$ cat src/hw/rtl/ttsi_pkg.sv
// ----------------------------------------------------------------------------
// ttsi_pkg
// Shared types and character constants for the text-to-integer parser.
// ----------------------------------------------------------------------------
`default_nettype none

package ttsi_pkg;

    localparam int BASE_W  = 6;
    localparam int DIGIT_W = 6;
    localparam int VALUE_W = 32;

    // ASCII codes used by the classifier.
    localparam logic [7:0] CHR_NUL     = 8'h00;
    localparam logic [7:0] CHR_BLANK_HI = 8'h20;
    localparam logic [7:0] CHR_HIGH_LO = 8'h80;
    localparam logic [7:0] CHR_MINUS   = 8'h2D;
    localparam logic [7:0] CHR_ZERO    = 8'h30;
    localparam logic [7:0] CHR_NINE    = 8'h39;
    localparam logic [7:0] CHR_UP_A    = 8'h41;
    localparam logic [7:0] CHR_UP_Z    = 8'h5A;
    localparam logic [7:0] CHR_LO_A    = 8'h61;
    localparam logic [7:0] CHR_LO_Z    = 8'h7A;
    localparam logic [7:0] CHR_UP_B    = 8'h42;
    localparam logic [7:0] CHR_UP_D    = 8'h44;
    localparam logic [7:0] CHR_UP_O    = 8'h4F;
    localparam logic [7:0] CHR_UP_X    = 8'h58;
    localparam logic [7:0] CASE_OFFSET = 8'h20;
    localparam logic [7:0] LETTER_BIAS = 8'd10;

    // Radix values.
    localparam logic [BASE_W-1:0] BASE_NONE = 6'd0;
    localparam logic [BASE_W-1:0] BASE_BIN  = 6'd2;
    localparam logic [BASE_W-1:0] BASE_OCT  = 6'd8;
    localparam logic [BASE_W-1:0] BASE_DEC  = 6'd10;
    localparam logic [BASE_W-1:0] BASE_HEX  = 6'd16;

    // Result limits.
    localparam logic [VALUE_W-1:0] POS_CLAMP = 32'h7FFF_FFFF;
    localparam logic [VALUE_W-1:0] NEG_CLAMP = 32'h8000_0001;
    localparam logic [VALUE_W-1:0] ACC_SAT   = 32'hFFFF_FFFF;

    typedef struct packed {
        logic                blank;
        logic                minus;
        logic                zero;
        logic                is_digit;
        logic [DIGIT_W-1:0]  digit;
        logic [BASE_W-1:0]   prefix_base;
    } char_class_t;

endpackage

`default_nettype wire

$ cat src/hw/rtl/ttsi_char_decode.sv
// ----------------------------------------------------------------------------
// ttsi_char_decode
// Classifies one input byte: blank, minus, zero, digit value and prefix radix.
// ----------------------------------------------------------------------------
`default_nettype none

module ttsi_char_decode
    import ttsi_pkg::*;
(
    input  wire logic [7:0] char_byte,
    output char_class_t     char_class
);

    logic [7:0] upper;

    // Fold lower-case letters onto upper case.
    assign upper = (char_byte >= CHR_LO_A && char_byte <= CHR_LO_Z) ?
                   (char_byte - CASE_OFFSET) : char_byte;

    always_comb
    begin
        char_class.blank = (char_byte != CHR_NUL) &&
                           ((char_byte <= CHR_BLANK_HI) || (char_byte >= CHR_HIGH_LO));
        char_class.minus = (char_byte == CHR_MINUS);
        char_class.zero  = (char_byte == CHR_ZERO);

        if (upper >= CHR_ZERO && upper <= CHR_NINE)
        begin
            char_class.is_digit = 1'b1;
            char_class.digit    = DIGIT_W'(upper - CHR_ZERO);
        end
        else if (upper >= CHR_UP_A && upper <= CHR_UP_Z)
        begin
            char_class.is_digit = 1'b1;
            char_class.digit    = DIGIT_W'(upper - CHR_UP_A + LETTER_BIAS);
        end
        else
        begin
            char_class.is_digit = 1'b0;
            char_class.digit    = '0;
        end

        unique case (upper)
            CHR_UP_B: char_class.prefix_base = BASE_BIN;
            CHR_UP_D: char_class.prefix_base = BASE_DEC;
            CHR_UP_O: char_class.prefix_base = BASE_OCT;
            CHR_UP_X: char_class.prefix_base = BASE_HEX;
            default:  char_class.prefix_base = BASE_NONE;
        endcase
    end

endmodule

`default_nettype wire

$ cat src/hw/rtl/text_to_signed_integer_parser_unit.sv
// ----------------------------------------------------------------------------
// text_to_signed_integer_parser_unit
// Streaming strtol-style parser: bytes in, one signed 32-bit result per string.
// ----------------------------------------------------------------------------
// The block takes one byte of text per clock cycle unless stalled, and
// returns one item per string when the first byte that is not a digit of the
// radix arrives. Each byte is decoded and folded into the parse state; the
// clock period is set by the accumulate step, one 32-by-6-bit multiply-add
// of the accumulator by the radix plus the saturation check. The result is
// registered in the cycle after the byte that ends the number, and the input
// keeps accepting bytes while that result waits, as long as the output
// register is empty or being drained in the same cycle. Bytes before the
// first start and after a result are swallowed without output. The radix
// register is sampled on each start byte, so it may be rewritten between
// strings. The end offset counts consumed bytes from the start byte and
// stops at POSITION_LIMIT; only its low eight bits are reported.
// ----------------------------------------------------------------------------
`default_nettype none

module text_to_signed_integer_parser_unit
    import ttsi_pkg::*;
#(
    parameter int POSITION_LIMIT = 255
)
(
    input  wire logic              clk,
    input  wire logic              rst_n,

    // Radix register.
    input  wire logic              cfg_we,
    input  wire logic [BASE_W-1:0] cfg_wdata,     // number_base

    // Byte stream in.
    input  wire logic              s_tvalid,
    output logic                   s_tready,
    input  wire logic [7:0]        s_tdata,       // [7:0] char_byte
    input  wire logic              s_tuser,       // [0] string_start

    // Result stream out.
    output logic                   m_tvalid,
    input  wire logic              m_tready,
    output logic [47:0]            m_tdata        // [31:0] value, [32] range_error,
                                                  // [40:33] end_offset, rest zero
);

    localparam int POS_W = (POSITION_LIMIT < 2) ? 1 : $clog2(POSITION_LIMIT + 1);
    localparam logic [POS_W-1:0] POS_MAX = POS_W'(POSITION_LIMIT);
    localparam int SUM_W = VALUE_W + BASE_W + 1;

    typedef enum logic [2:0] {
        PH_IDLE,
        PH_LEAD,
        PH_AFTER_SIGN,
        PH_ZERO,
        PH_DIGITS,
        PH_DONE
    } phase_t;

    phase_t              phase_reg, phase_next;
    logic                neg_reg, neg_next;
    logic [VALUE_W-1:0]  acc_reg, acc_next;
    logic                ovf_reg, ovf_next;
    logic [BASE_W-1:0]   base_reg, base_next;
    logic [POS_W-1:0]    pos_reg, pos_next;
    logic                cons_reg, cons_next;
    logic [BASE_W-1:0]   number_base_reg;

    logic                m_valid_reg, m_valid_next;
    logic [VALUE_W-1:0]  value_reg, value_next;
    logic                err_reg, err_next;
    logic [7:0]          offset_reg, offset_next;

    char_class_t         cc;
    logic                accept;
    logic                active;
    logic                handled;
    logic                emit;
    logic [SUM_W-1:0]    sum;

    ttsi_char_decode u_decode
    (
        .char_byte  (s_tdata),
        .char_class (cc)
    );

    assign s_tready = !m_valid_reg || m_tready;
    assign accept   = s_tvalid && s_tready;

    // Parse step for one byte. The phases fall through within the cycle: a
    // lead byte that is neither blank nor minus moves on to the post-sign check
    // and then on to digit handling without consuming itself.
    always_comb
    begin
        phase_next  = phase_reg;
        neg_next    = neg_reg;
        acc_next    = acc_reg;
        ovf_next    = ovf_reg;
        base_next   = base_reg;
        pos_next    = pos_reg;
        cons_next   = cons_reg;
        active      = 1'b1;
        handled     = 1'b0;
        emit        = 1'b0;
        sum         = '0;
        value_next  = acc_reg;
        err_next    = ovf_reg;
        offset_next = '0;

        if (s_tuser)
        begin
            phase_next = PH_LEAD;
            neg_next   = 1'b0;
            acc_next   = '0;
            ovf_next   = 1'b0;
            base_next  = number_base_reg;
            pos_next   = '0;
            cons_next  = 1'b0;
        end
        else if (phase_reg == PH_IDLE || phase_reg == PH_DONE)
        begin
            active = 1'b0;
        end

        if (active && phase_next == PH_LEAD)
        begin
            if (cc.blank)
            begin
                handled = 1'b1;
            end
            else if (cc.minus)
            begin
                neg_next   = 1'b1;
                phase_next = PH_AFTER_SIGN;
                handled    = 1'b1;
            end
            else
            begin
                phase_next = PH_AFTER_SIGN;
            end
        end

        if (active && !handled && phase_next == PH_AFTER_SIGN)
        begin
            if (cc.blank)
            begin
                handled = 1'b1;
            end
            else if (cc.zero)
            begin
                cons_next  = 1'b1;
                phase_next = PH_ZERO;
                handled    = 1'b1;
            end
            else
            begin
                if (base_next == BASE_NONE)
                begin
                    base_next = BASE_DEC;
                end
                phase_next = PH_DIGITS;
            end
        end
        else if (active && !handled && phase_next == PH_ZERO)
        begin
            if (base_next == BASE_NONE)
            begin
                base_next = (cc.prefix_base != BASE_NONE) ? cc.prefix_base : BASE_OCT;
            end
            phase_next = PH_DIGITS;
            // A prefix letter that names the radix in use is skipped.
            if (cc.prefix_base == base_next)
            begin
                handled = 1'b1;
            end
        end

        if (active && !handled)
        begin
            if (!cc.is_digit || cc.digit >= base_next)
            begin
                emit       = 1'b1;
                phase_next = PH_DONE;
            end
            else
            begin
                sum = SUM_W'(acc_next) * SUM_W'(base_next) + SUM_W'(cc.digit);
                if (sum[SUM_W-1:VALUE_W] != '0)
                begin
                    ovf_next = 1'b1;
                    acc_next = ACC_SAT;
                end
                else
                begin
                    acc_next = sum[VALUE_W-1:0];
                end
                cons_next = 1'b1;
                handled   = 1'b1;
            end
        end

        // Every consumed byte advances the position, up to the limit.
        if (active && handled && pos_next < POS_MAX)
        begin
            pos_next = pos_next + POS_W'(1);
        end

        // Result formatting: magnitudes of 2^31 and above clamp, for either sign.
        if (acc_next[VALUE_W-1])
        begin
            err_next   = 1'b1;
            value_next = neg_next ? NEG_CLAMP : POS_CLAMP;
        end
        else
        begin
            err_next   = ovf_next;
            value_next = neg_next ? (VALUE_W'(0) - acc_next) : acc_next;
        end
        offset_next = cons_next ? 8'(pos_next) : 8'd0;
    end

    always_comb
    begin
        if (accept && emit)
        begin
            m_valid_next = 1'b1;
        end
        else if (m_tready)
        begin
            m_valid_next = 1'b0;
        end
        else
        begin
            m_valid_next = m_valid_reg;
        end
    end

    always_ff @(posedge clk or negedge rst_n)
    begin
        if (!rst_n)
        begin
            phase_reg       <= PH_IDLE;
            neg_reg         <= 1'b0;
            acc_reg         <= '0;
            ovf_reg         <= 1'b0;
            base_reg        <= BASE_NONE;
            pos_reg         <= '0;
            cons_reg        <= 1'b0;
            number_base_reg <= BASE_NONE;
            m_valid_reg     <= 1'b0;
            value_reg       <= '0;
            err_reg         <= 1'b0;
            offset_reg      <= '0;
        end
        else
        begin
            if (cfg_we)
            begin
                number_base_reg <= cfg_wdata;
            end
            if (accept)
            begin
                phase_reg <= phase_next;
                neg_reg   <= neg_next;
                acc_reg   <= acc_next;
                ovf_reg   <= ovf_next;
                base_reg  <= base_next;
                pos_reg   <= pos_next;
                cons_reg  <= cons_next;
            end
            if (accept && emit)
            begin
                value_reg  <= value_next;
                err_reg    <= err_next;
                offset_reg <= offset_next;
            end
            m_valid_reg <= m_valid_next;
        end
    end

    assign m_tvalid = m_valid_reg;
    assign m_tdata  = {7'd0, offset_reg, err_reg, value_reg};

endmodule

`default_nettype wire

$ cat config.mk
export PLATFORM = sky130hd
export DESIGN_NAME = text_to_signed_integer_parser_unit
export DESIGN_NICKNAME = d
export VERILOG_FILES = /design/src/hw/rtl/ttsi_pkg.sv /design/src/hw/rtl/ttsi_char_decode.sv /design/src/hw/rtl/text_to_signed_integer_parser_unit.sv
export SDC_FILE = /design/constraint.sdc
export NUM_CORES = 1
export LEC_CHECK = 0
export ABC_CLOCK_PERIOD_IN_PS = 11600
export BUFFER_PORTS_ARGS = -buffer_cell sky130_fd_sc_hd__buf_2
export CAP_MARGIN = 20
export CORE_ASPECT_RATIO = 0.5
export CORE_UTILIZATION = 60
export DETAILED_ROUTE_END_ITERATION = 8
export PLACE_DENSITY = 0.82
export SYNTH_ARGS = -nofsm -noshare
export SYNTH_HDL_FRONTEND = slang
export SYNTH_SLANG_ARGS = --single-unit
export TNS_END_PERCENT = 20
$ cat constraint.sdc
create_clock -name clk -period 11.6 [get_ports clk]
set_input_delay 1.16 -clock clk [delete_from_list [all_inputs] [get_ports clk]]
set_output_delay 1.16 -clock clk [all_outputs]
set_load 0.05 [all_outputs]
==> flow_metrics.env <==
export IMPL_cts_root_buf="clkbuf_16"
export IMPL_synthToLayoutAreaGrowth_pct=6.89
export IMPL_cts_tree="done"
export IMPL_r2r_start="base_reg[0]"
export IMPL_fin_nets=1969
export IMPL_die_area_sq_um=23600
export IMPL_h_tree_depth=3
export IMPL_diodes=0
export IMPL_row_count=38
export IMPL_drc=0
export IMPL_clk_path_buf_depth=2
export IMPL_leakagePower_nw=7.19
export IMPL_clkTransAtPathRegs_ps=70
export IMPL_grt_pass1_wl_um=68500
export IMPL_finalSetupTns_ps=0
export IMPL_r2r_setup_slack_ps=1740
export IMPL_routed_wl_um=42400
export IMPL_avgViaCountPerCell=6.48
export IMPL_synth_flop_cell="dfrtp_1"
export IMPL_final_max_slew_viol_count=0
export IMPL_drt_iter0_drc=1630
export IMPL_startpoint_type="input pin"
export IMPL_rsz0062_at_grt="no"
export IMPL_via_count=13100
export IMPL_place_hpwl_um=33400
export IMPL_pre_cts_slack_ps=123
export IMPL_syn_area_per_cell_sq_um=8.07
export IMPL_p_per_area_nw_per_um2=144
export IMPL_endpoint_kind="flip-flop"
export IMPL_overflow=0
export IMPL_path_max_fanout=23
export IMPL_drive_gt1_frac=0.0926
export IMPL_finalNonFillerCells=2027
export IMPL_synthCells=1709
export IMPL_fin_crit_ps=11060
export IMPL_fmax_mhz=90.4
export IMPL_drv_cap=0
export IMPL_period_share=0.953
export IMPL_antenna_found_initial=0
export IMPL_grt_max_degree=85
export IMPL_clk_latency_ps=370
export IMPL_crit_arrival_ps=11320
export IMPL_synth_edf_count=0
export IMPL_setup_viol=0
export IMPL_yosysUniqueCellTypes=85
export IMPL_seq_area_frac_synth=0.181
export IMPL_die_y_um=109
export IMPL_hold_start="value_reg[17]"
export IMPL_drt_pre_antenna_iters=5
export IMPL_mostFrequentLayoutCell="nand2_1"
export IMPL_crit_required_ps=11870
export IMPL_track_usage=0.371
export IMPL_wire_per_inst_um=20.9
export IMPL_fin_skew_ps=18.0
export IMPL_postRouteAntennaNets=0
export IMPL_yosysWarnings=0
export IMPL_dp_cells=2008
export IMPL_ios=70
export IMPL_postSynth_asyncResetShare=1.00
export IMPL_slew_headroom=0.287
export IMPL_cts_buffers=9
export IMPL_cts_sinks=100
export IMPL_grt_pass1_vias=12900
export IMPL_crit_start="s_tdata[0]"
export IMPL_place_gp_congestion=0.970
export IMPL_slowest_delay_ps=540
export IMPL_core_area_sq_um=22100
export IMPL_start_util=0.624
export IMPL_critical_path_class="in -> reg"
export IMPL_crit_slowest_cell="or4b_4"
export IMPL_numPortBuffers=62
export IMPL_worst_pin_slew_ps=1070
export IMPL_layout_common_cells="nand2_1 (245), nor2_1 (163), fa_1 (124)"
export IMPL_outcome="finished clean"
export IMPL_irDropWorstVdd_mv=0.148
export IMPL_ys_seq_elements=100
export IMPL_worst_slack_ps=540
export IMPL_path_common_cell="ha_1"
export IMPL_hp_class="reg -> reg"
export IMPL_synth_area_sq_um=13800
export IMPL_die_w_um=216
export IMPL_hold_viol=0
export IMPL_ctsHoldBuffers=0
-- worst max-delay path: cells and delay by family --
kind                       cells  cell delay (ps)
and+or+nand+nor               14             2820
buffers and inverters          6              750
adders and majority gates      8             3000
AOI/OAI and AO/OA             14             3540
-- per-layer routing --
layer / vias to the layer above / routed length (um) / GRT usage / share of wire
met5: - / 0 / 0 / 0
met3: 109 / 4370 / 0.0870 / 0.10
li1: 5914 / - / - / -
met2: 705 / 19300 / 0.602 / 0.46
met1: 6402 / 17500 / 0.494 / 0.41
met4: 0 / 1160 / 0.117 / 0.027
-- final cells by class --
type                    count  area (sq um)
fillers                  1897          7360
well taps                 300           375
multi-input cells        1402         10500
clock inverters             4          77.6
repair buffers             96           581
inverters                 113           424
flip-flops and latches    100          2500
clock buffers              12           256
-- kinds of logic (layout without fill, tap and decap cells) --
logic type      after synthesis  count (layout)  share of synthesized area
buf+inv                     213             225                     0.0610
xor+xnor                     37              37                     0.0235
simple gates                680             680                      0.236
fa+ha+maj                   227             227                      0.273
mux                          25              25                     0.0192
flops                       100             100                      0.181
other cells                   1               7                   0.000272
compound gates              426             426                      0.205
-- cells in the mapped netlist, drive strengths merged (5+ instances only) --
library cell    n  share of area
nor4           12         0.0054
nor3           33          0.012
nor3b           6         0.0033
nand2b         18         0.0082
mux2i          13         0.0094
a22o           10         0.0063
fa            124           0.18
o21a           16         0.0087
a41oi           5         0.0032
and3           12         0.0054
o31ai          16         0.0087
nor2b          42          0.019
o31a            5         0.0032
a21boi          6         0.0035
buf            20         0.0085
o211ai         14         0.0076
mux2           12         0.0098
o22ai          18         0.0082
xnor2          24          0.015
a211oi         17         0.0096
nand2         247          0.067
nand4          14         0.0074
or4             5         0.0033
a22oi           5         0.0027
nor2          166          0.046
xor2           13         0.0083
and2           71          0.032
a21o           32          0.017
o21bai          8         0.0044
clkbuf         80          0.022
dfrtp         100           0.18
o21ai         110          0.040
ha            103          0.093
inv           113          0.031
o22a            5         0.0032
or3             9         0.0041
a31o            7         0.0044
a21oi          84          0.031
a31oi          24          0.011
nand3          26         0.0094
a221oi         10         0.0068
-- metrics by stage --
step | util | hold WS (ps) | power (mW) | area (sq um)
after CTS | 0.664 | 467 | 2.08 | 14700
final | 0.667 | 464 | 2.13 | 14700
after floorplan | - | 438 | 1.39 | 13800
after global placement | 0.649 | 452 | 1.71 | 14400
after global routing | 0.667 | 494 | 2.25 | 14700
after detailed placement | 0.649 | 452 | 1.73 | 14400
-- worst paths after layout --
check | to | cells past startpoint
min in group asynchronous | pos_reg[5] | 1
hold / removal | value_reg[17] | 2
setup / recovery | value_reg[18] | 42
hold reg to reg | value_reg[17] | 2
setup reg to reg | value_reg[18] | 34
max in group asynchronous | acc_reg[31] | 2
-- report_power, final --
part           internal [mW]  switching [mW]
sequential             0.435           0.101
clock                  0.203           0.145
combinational          0.400           0.842
total                   1.04            1.09
-- what timing repair did --
action,4_1_cts,5_1_grt
hold endpoints to repair,0,0
resized for setup,0,7
endpoints found under the setup margin,0,10
buffers inserted,0,3
No activity file was read; power rests on OpenSTA's default activity.
